--- config.mk ---
export PLATFORM = sky130hd
export DESIGN_NAME = ascending_sort_engine_top
export DESIGN_NICKNAME = d
export VERILOG_FILES = /design/src/hw/rtl/ase_pkg.sv /design/src/hw/rtl/ase_cell.sv /design/src/hw/rtl/ascending_sort_engine_top.sv
export VERILOG_INCLUDE_DIRS = /design/src /design/src/hw/rtl
export SDC_FILE = /design/constraint.sdc
export NUM_CORES = 2
export LEC_CHECK = 0
export ABC_AREA = 1
export BUFFER_PORTS_ARGS = -buffer_cell sky130_fd_sc_hd__buf_4
export CAP_MARGIN = 20
export CORE_ASPECT_RATIO = 1.75
export CORE_MARGIN = 4
export CORE_UTILIZATION = 40
export CTS_CLUSTER_DIAMETER = 150
export DETAILED_ROUTE_END_ITERATION = 12
export GPL_TIMING_DRIVEN = 0
export PLACE_DENSITY = 0.63
export SYNTH_ARGS = -nofsm -noshare
export SYNTH_HDL_FRONTEND = slang
export SYNTH_SLANG_ARGS = --single-unit
export TNS_END_PERCENT = 50
--- constraint.sdc ---
create_clock -name clk -period 2.77 [get_ports clk]
set_input_delay 0.4155 -clock clk [delete_from_list [all_inputs] [get_ports clk]]
set_output_delay 0.4155 -clock clk [all_outputs]
set_load 0.01 [all_outputs]
--- src/hw/rtl/ascending_sort_engine_top_defines.svh ---
`ifndef ASCENDING_SORT_ENGINE_TOP_DEFINES_SVH
`define ASCENDING_SORT_ENGINE_TOP_DEFINES_SVH

// same-cycle implication, checked outside reset
`define ASE_ASSERT_IMP(lbl, ante, cons, msg) \
  lbl: assert property (@(posedge clk) disable iff (!rst_n) (ante) |-> (cons)) else $error(msg);

// next-cycle implication, checked outside reset
`define ASE_ASSERT_NXT(lbl, ante, cons, msg) \
  lbl: assert property (@(posedge clk) disable iff (!rst_n) (ante) |=> (cons)) else $error(msg);

`endif

--- src/hw/rtl/ase_pkg.sv ---
package ase_pkg;

  localparam int DEPTH  = 16;
  localparam int CNT_W  = $clog2(DEPTH + 1);
  localparam int WAIT_W = $clog2(DEPTH + 1);

  typedef struct packed {
    logic               valid;
    logic signed [31:0] value;
  } elem_t;

endpackage

--- src/hw/rtl/ase_cell.sv ---
module ase_cell (
  input  logic          clk,
  input  logic          rst_n,
  input  logic          shift_en,
  input  ase_pkg::elem_t ins,
  input  ase_pkg::elem_t nbr,
  output ase_pkg::elem_t held,
  output ase_pkg::elem_t pass
);
  import ase_pkg::*;

  elem_t held_r, held_nxt;
  elem_t pass_r, pass_nxt;

  // on shift take the neighbour's value; else keep the smaller value, hand the larger one down the chain
  always_comb begin
    held_nxt       = held_r;
    pass_nxt.valid = 1'b0;
    pass_nxt.value = ins.value;
    priority if (shift_en) begin
      held_nxt = nbr;
    end else if (ins.valid) begin
      priority if (!held_r.valid) begin
        held_nxt = ins;
      end else if (ins.value < held_r.value) begin
        held_nxt = ins;
        pass_nxt = held_r;
      end else begin
        pass_nxt = ins;
      end
    end else begin
      held_nxt = held_r;
    end
  end

  always_ff @(posedge clk) begin
    if (!rst_n) begin
      held_r <= '0;
      pass_r <= '0;
    end else begin
      held_r <= held_nxt;
      pass_r <= pass_nxt;
    end
  end

  assign held = held_r;
  assign pass = pass_r;

endmodule

--- src/hw/rtl/ascending_sort_engine_top.sv ---
// Loading: one value per cycle while busy is low; values that do not end a set give no result.
// After the value that ends the set is taken, busy stays high while the insertion wave crosses
// the chain of DEPTH cells in the settle state; the first result then appears on the ports.
// Results then come one per cycle, N results for a set of N stored values (N <= DEPTH).
// Synchronous active-low reset empties the chain, clears count and overflow flag; no sweep.
`include "ascending_sort_engine_top_defines.svh"
module ascending_sort_engine_top (
  input  logic        clk,
  input  logic        rst_n,
  input  logic        start,
  output logic        busy,
  input  logic [31:0] in_sample_value,
  input  logic        in_end_of_set,
  output logic        out_valid,
  output logic [31:0] out_sorted_value,
  output logic        out_final_result,
  output logic        out_overflowed
);
  import ase_pkg::*;

  localparam logic [1:0] ST_LOAD   = 2'd0;
  localparam logic [1:0] ST_SETTLE = 2'd1;
  localparam logic [1:0] ST_DRAIN  = 2'd2;

  logic [1:0]        state_r, state_nxt;
  logic [CNT_W-1:0]  cnt_r, cnt_nxt;
  logic [WAIT_W-1:0] wait_r, wait_nxt;
  logic              ovf_r, ovf_nxt;
  elem_t             in_r, in_nxt;
  logic              accept;
  logic              shift_en;

  elem_t held [DEPTH];
  elem_t pass [DEPTH];

  assign busy     = (state_r != ST_LOAD);
  assign accept   = start && !busy;
  assign shift_en = (state_r == ST_DRAIN);

  always_comb begin
    state_nxt    = state_r;
    cnt_nxt      = cnt_r;
    wait_nxt     = wait_r;
    ovf_nxt      = ovf_r;
    in_nxt.valid = 1'b0;
    in_nxt.value = in_sample_value;
    unique case (state_r)
      ST_LOAD: begin
        if (accept) begin
          if (cnt_r < CNT_W'(DEPTH)) begin
            in_nxt.valid = 1'b1;
            cnt_nxt      = cnt_r + 1'b1;
          end else begin
            ovf_nxt = 1'b1;
          end
          if (in_end_of_set) begin
            state_nxt = ST_SETTLE;
            wait_nxt  = WAIT_W'(DEPTH);
          end
        end
      end
      ST_SETTLE: begin
        if (wait_r == '0) begin
          state_nxt = ST_DRAIN;
        end else begin
          wait_nxt = wait_r - 1'b1;
        end
      end
      ST_DRAIN: begin
        cnt_nxt = cnt_r - 1'b1;
        if (cnt_r == CNT_W'(1)) begin
          state_nxt = ST_LOAD;
          ovf_nxt   = 1'b0;
        end
      end
      default: begin
        state_nxt = ST_LOAD;
      end
    endcase
  end

  always_ff @(posedge clk) begin
    if (!rst_n) begin
      state_r <= ST_LOAD;
      cnt_r   <= '0;
      wait_r  <= '0;
      ovf_r   <= 1'b0;
      in_r    <= '0;
    end else begin
      state_r <= state_nxt;
      cnt_r   <= cnt_nxt;
      wait_r  <= wait_nxt;
      ovf_r   <= ovf_nxt;
      in_r    <= in_nxt;
    end
  end

  for (genvar i = 0; i < DEPTH; i++) begin : g_cell
    elem_t cell_in;
    elem_t cell_nbr;
    if (i == 0) begin : g_first
      assign cell_in = in_r;
    end else begin : g_mid
      assign cell_in = pass[i-1];
    end
    if (i == DEPTH - 1) begin : g_end
      assign cell_nbr = '0;
    end else begin : g_inner
      assign cell_nbr = held[i+1];
    end
    ase_cell u_cell (
      .clk      (clk),
      .rst_n    (rst_n),
      .shift_en (shift_en),
      .ins      (cell_in),
      .nbr      (cell_nbr),
      .held     (held[i]),
      .pass     (pass[i])
    );
  end

  assign out_valid        = shift_en;
  assign out_sorted_value = held[0].value;
  assign out_final_result = shift_en && (cnt_r == CNT_W'(1));
  assign out_overflowed   = ovf_r;

  `ASE_ASSERT_IMP(a_out_has_data, out_valid, held[0].valid, "result taken from empty cell")
  `ASE_ASSERT_NXT(a_final_frees, out_final_result, !busy, "block still busy after final result")
  `ASE_ASSERT_NXT(a_last_busy, accept && in_end_of_set, busy, "end of set did not start sort")
  `ASE_ASSERT_IMP(a_cnt_range, 1'b1, cnt_r <= CNT_W'(DEPTH), "element count beyond depth")
  `ASE_ASSERT_IMP(a_drain_cnt, out_valid, cnt_r != '0, "draining with zero count")

endmodule
**Word level (Yosys, flattened, before mapping)**

Cells that the tools add are included.

- Register bits after elaboration: 1069
- Input port bits: 36
- Output and inout bits: 36

- Add/subtract/negate cells: 3
- $lt $le $gt $ge: 17
- Equal/unequal tests: 26
- Muxes and demuxes: 139
- Bitwise gates (word level): 31
- Reductions and logical operators: 60

Operator list:

| kind | count |
|---|---|
| $mux W32 | 76 |
| $mux W33 | 46 |
| $lt A32 B32 Y1 | 16 |
| $reduce_or A4 Y1 | 15 |
| $ne A3 B3 Y1 const B | 15 |
| $reduce_bool A2 Y1 | 18 |
| $reduce_and A2 Y1 | 16 |
| $not A1 Y1 | 31 |
| $mux W5 | 5 |
| $pmux W5 S2 | 2 |
| $ne A2 B2 Y1 const B | 7 |
| $reduce_and A4 Y1 | 3 |
| $sub A5 B1 Y5 const B | 2 |
| $mux W2 | 4 |
| $pmux W2 S3 | 1 |
| $reduce_and A3 Y1 | 2 |
| $add A5 B1 Y5 const B | 1 |
| $eq A5 B1 Y1 const B | 1 |
| $logic_not A5 Y1 | 1 |
| $lt A5 B5 Y1 const B | 1 |
| $mux W1 | 4 |
| $eq A2 B1 Y1 const B | 1 |
| $eq A2 B2 Y1 const B | 1 |
| $logic_and A1 B1 Y1 | 2 |
| other kinds (5) | 5 |

**Depth between registers and ports, before layout**

- Depth in word-level cells: 5
- Gate-level depth with buffers: 19
- Depth with buffers taken out: 18

**By module**

A second synthesis with hierarchy kept.

- Cells, all modules: 9277
- Area total of the unflattened synthesis: 60813.3 µm²

By module, submodules not included:

| module | instances | cells each | area each (µm²) | sequential area each (µm²) |
|---|---|---|---|---|
| ase_cell at g_cell[0].u_cell ... | 13 | 565 | 3692.3 | 1321.3 |
| ase_cell at g_cell[7].u_cell ... | 2 | 564 | 3699.8 | 1321.3 |
| ase_cell at g_cell[9].u_cell | 1 | 592 | 3741.1 | 1321.3 |
| ascending_sort_engine_top | 1 | 212 | 1672.9 | 920.9 |

**Least setup slack after synthesis**

Ideal clock, no wire load.

- Path type: flip-flop to flip-flop
- From: register g_cell[13].u_cell.held_r (netlist bit g_cell[13].u_cell.held[21])
- To: register g_cell[13].u_cell.held_r (netlist bit g_cell[13].u_cell.held[11])
- Data arrival time: 1.882 ns
- Setup slack: 0.775 ns
- Cell stages (with the launch flop): 16
- Buffers on the path: 1
- Clock period less this slack: 1.995 ns
- Cell sequence: dfxtp_1 -> inv_1 -> ha_1 -> a21oi_1 -> nor2_1 -> nor2_1 -> nand3_1 -> a21oi_1 -> nand2_1 -> nand2_1 -> nand3_1 -> nand2_2 -> buf_2 -> nand2_1 -> nand2_1 -> nor2_1

- Longest elaborated chain between the ends: 3

Ends and longest elaborated chain:

| what | line | RTL |
|---|---|---|
| start: declaration | ase_cell.sv:12 | `elem_t held_r, held_nxt;` |
| start signal: assignment | ase_cell.sv:41 | `held_r <= held_nxt;` |
| $lt A32 B32 Y1 | ase_cell.sv:25 | `end else if (ins.value < held_r.value) begin` |
| $ne A3 B3 Y1 (no line) | n/a |  |
| $reduce_and A2 Y1 (no line) | n/a |  |

Every way passes these cells.
A chain may end at the register's enable or synchronous reset.

**Final worst setup path**

- From: register g_cell[7].u_cell.held_r (netlist bit g_cell[7].u_cell.held[17])
- To: register g_cell[7].u_cell.held_r (netlist bit g_cell[7].u_cell.held[1])

- Longest elaborated chain between the ends: 3

Ends and longest elaborated chain:

| what | line |
|---|---|
| start: declaration | ase_cell.sv:12 |
| start signal: assignment | ase_cell.sv:41 |
| $lt A32 B32 Y1 | ase_cell.sv:25 |
| $ne A3 B3 Y1 (no line) | n/a |
| $reduce_and A2 Y1 (no line) | n/a |

Every way passes these cells.

==> metrics.txt <==
run status=complete, but fails checks; violated checks=setup timing; worst path required time=approximately 3.4 ns; Detailed Place HPWL=approximately 180 mm; max cap viols=0; share of synthesized cell area in and, or, nand and nor gates=0.290; setup violation total in the final timing report=3; Total Power=42.8 mW; worst hold margin=about 0.046 ns; Final WS setup=-0.0138 ns; number of design rule violations left after detail routing=0; effective utilization at floorplan=0.402; worst slew slack as a fraction of its limit=0.183; Ports=between 70 and 80; Tightest Hold Check Type=in -> reg; number of pins with negative max-slew slack in the final report=0; count of routing violations after the opening detailed-route iteration=3485; main combinational cell family by area after synthesis=simple AND/OR/NAND/NOR gates; post-route antenna net violation count=0; 1st-pass router iterations=8; wire per inst=around 20 um; xor/xnor cell area share of the yosys netlist=0.000300; cts bufs inserted=107; drt total wl=229 mm; Clock Pin Slew Worst Setup and Hold Paths=about 0.070 ns; Post-Synthesis Mean Instance Area=about 6.5 um^2; critical path arrival=between 3 and 4 ns; clock net sink count=~1100; number of instances in the synthesized netlist=around 9000; buffers and inverters on the worst path=2; cell count of the worst reg-to-reg path=14; die area=around 0.15 mm^2; min cycle time layout=~2.8 ns; post-synthesis net count=about 9500; largest net degree at the start of global routing=15; horizontal extent of the die=297 um; Nets=9771; worst-margin pin slew=roughly 1.2 ns; Buffers on Ports=70; most common library cell in the layout ignoring fill and taps=sky130_fd_sc_hd__nand2_1; count of flip-flops with a built-in enable after synthesis=0; CTS tree=built; maximum root-to-sink buffer count=3; pwr dens=between 600 and 700 mW/mm^2; Die Y=about 510 um; Levels on crit path=14; Startpoint Class=register; vias in the first global route=between 50000 and 60000; first-pass GRT wire length=approximately 340 mm; Clk Latency, worst-skew pair=0.76 ns; Synth Flop Type=sky130_fd_sc_hd__dfxtp_1; total global routing overflow=0; count of final hold-check violations=0; yosys warns=0; layout filler cell count=between 15000 and 20000; Synth area leader=sky130_fd_sc_hd__dfxtp_1; H-tree depth reported by CTS=3; top-area cell type share of the netlist area=0.366; share of layout cells above drive strength 1=0.0898; Core Box Area=~0.15 mm^2; Final Skew=around 0.042 ns; commonest non-fill, non-tap cells in the layout=2944 x sky130_fd_sc_hd__nand2_1, 1184 x sky130_fd_sc_hd__inv_1, 1163 x sky130_fd_sc_hd__nor2_1; fin crit share=1.00; Compound-Gate Fraction of Synth Area=0.119; largest voltage drop on the vdd net=0.000502 V; synthesized flop and latch total=1069; proportion of synthesized area in mux cells=0; static leakage power=between 30 and 40 nW; slowest CP cell=sky130_fd_sc_hd__dfxtp_1; share of synthesized cell area in full adder, half adder and majority cells=0.107; highest clock frequency the design can meet=359 MHz; total number of vias=56900; largest fanout on the critical path=10; family of cells with the greatest summed delay on the critical path=simple AND/OR/NAND/NOR gates; Syn-to-layout area delta=15.3%; critical path class=reg -> reg; kind of capture point of the worst setup path=register; most used cell, CP=sky130_fd_sc_hd__nand2_1; buffer cell driving the clock tree root=sky130_fd_sc_hd__clkbuf_16; worst hold stages=3; Row Count=~190; netlist area before placement=0.0585 mm^2; slowest cell delay on critical path=between 0.4 and 0.5 ns; initial antenna violation count=21; sequential share of the synthesized area=0.366; ordered cell list for the critical path=inv_1 > ha_1 > a21oi_1 > o21ai_0 > nand2_1 > nand3_1 > a21oi_2 > nand2_1 > nand2_1 > nand3_1 > nand2_4 > buf_6 > nor2_1 > nor2_1; combined global-route utilization of all metal layers=0.290; number of distinct library cell variants in the gate-level netlist after synthesis=32; setup repair after global routing missed its margin=yes; final estimated routing congestion in global placement=1.05; asr flop ratio synth=0; main area contributors after synthesis=sky130_fd_sc_hd__dfxtp_1 37%, sky130_fd_sc_hd__nand2_1 19%, sky130_fd_sc_hd__ha_1 11%; per-cell via count in the routed design=approximately 5.1
-- worst min-delay path, stage by stage --
cell,delay [ns]
sky130_fd_sc_hd__buf_4,0.14
sky130_fd_sc_hd__nand2_1,0.09
sky130_fd_sc_hd__a21oi_1,0.07
-- cells by family (layout without fill, tap and decap cells) --
kind of cell | count (synthesis) | after routing
simple gates | 4373 | 4374
flops | 1069 | 1069
other cells | 0 | 9
compound gates | 1375 | 1375
buf+inv | 1658 | 1995
xor+xnor | 2 | 2
fa+ha+maj | 501 | 501
-- final timing paths --
check	startpoint	endpoint	slack, ns
setup reg to reg	g_cell[7].u_cell.held[17]$_SDFFE_PN0P_	g_cell[7].u_cell.held[1]$_SDFFE_PN0P_	-0.01
hold / removal	in_end_of_set	wait_r[4]$_SDFFE_PN0P_	0.05
hold reg to reg	g_cell[7].u_cell.pass[32]$_SDFF_PP0_	g_cell[8].u_cell.pass[32]$_SDFF_PP0_	0.48
setup / recovery	g_cell[7].u_cell.held[17]$_SDFFE_PN0P_	g_cell[7].u_cell.held[1]$_SDFFE_PN0P_	-0.01
-- metal layers --
layer	vias to the layer above	global-route usage	routed length [um]
met4	16	0.305	29400
met2	1834	0.561	120000
li1	28200	-	-
met3	998	0.0540	10900
met1	25900	0.232	68400
met5	-	0	106
-- cell usage after synthesis, types with 2 or more instances --
| cell type | instances |
|---|---|
| sky130_fd_sc_hd__buf_6 | 13 |
| sky130_fd_sc_hd__o211ai_1 | 11 |
| sky130_fd_sc_hd__buf_1 | 17 |
| sky130_fd_sc_hd__nand2_1 | 2969 |
| sky130_fd_sc_hd__clkbuf_1 | 157 |
| sky130_fd_sc_hd__buf_2 | 182 |
| sky130_fd_sc_hd__nand2_4 | 2 |
| sky130_fd_sc_hd__o21a_1 | 14 |
| sky130_fd_sc_hd__nand3_1 | 98 |
| sky130_fd_sc_hd__ha_1 | 501 |
| sky130_fd_sc_hd__nand3b_1 | 30 |
| sky130_fd_sc_hd__inv_1 | 1199 |
| sky130_fd_sc_hd__nor2_2 | 2 |
| sky130_fd_sc_hd__nor2_1 | 1176 |
| sky130_fd_sc_hd__a21oi_1 | 761 |
| sky130_fd_sc_hd__dfxtp_1 | 1069 |
| sky130_fd_sc_hd__nand2_2 | 21 |
| sky130_fd_sc_hd__a31oi_1 | 8 |
| sky130_fd_sc_hd__buf_4 | 86 |
| sky130_fd_sc_hd__o21ai_0 | 577 |
| sky130_fd_sc_hd__nand3_2 | 13 |
| sky130_fd_sc_hd__nand4_1 | 26 |
| sky130_fd_sc_hd__nor3_1 | 32 |
| sky130_fd_sc_hd__inv_2 | 4 |
| sky130_fd_sc_hd__a21oi_2 | 2 |
| sky130_fd_sc_hd__xor2_1 | 2 |
-- power breakdown --
| part | internal, mW | total, mW | switching [mW] |
|---|---|---|---|
| clock network | 9.15 | 15.9 | 6.79 |
| registers | 16.3 | 17.0 | 0.710 |
| logic | 2.99 | 9.81 | 6.82 |
| total | 28.5 | 42.8 | 14.3 |
-- flip-flops by register name, summed over array words and instances, names as in the netlist --
signal,cells
cnt_r,5
wait_r,5
state_r,2
g_cell.cell_in,33
out_overflowed,1
g_cell.u_cell.pass,495
g_cell.u_cell.held,528
-- stage by stage --
stage                     cell area, um^2  instances  worst slack [ns]   util  setup TNS (ns)
after floorplan                     58500       8978             0.775      -               0
after global placement              61300      10900             -1.07  0.422         -318.88
after detailed placement            61600      10900            -0.919  0.424         -233.98
after CTS                           66500      11200           -0.0915  0.457          -0.129
after global routing                67400      11200           -0.0301  0.464          -0.189
final                               67400      11200           -0.0138  0.464         -0.0333
-- what timing repair did --
item	in CTS	in global routing
pin swaps	12	23
endpoints found under the setup margin	691	722
hold buffers	33	0
setup buffers	12	12
gates resized for setup	185	219
hold endpoints to repair	33	0
gates cloned	2	3
-- layout make-up --
cell class | count | area [um^2] | area share
clock buffer | 143 | 3070 | 0.0456
multi-input combinational | 6252 | 31200 | 0.463
buffer | 453 | 2630 | 0.0389
sequential | 1069 | 21500 | 0.318
clock inverter | 48 | 652 | 0.00967
timing repair buffer | 148 | 1500 | 0.0222
antenna | 9 | 22.5 | 0.000334
tap | 1870 | 2340 | 0.0347
inverter | 1203 | 4540 | 0.0673
(Power assumes the default switching activity.)
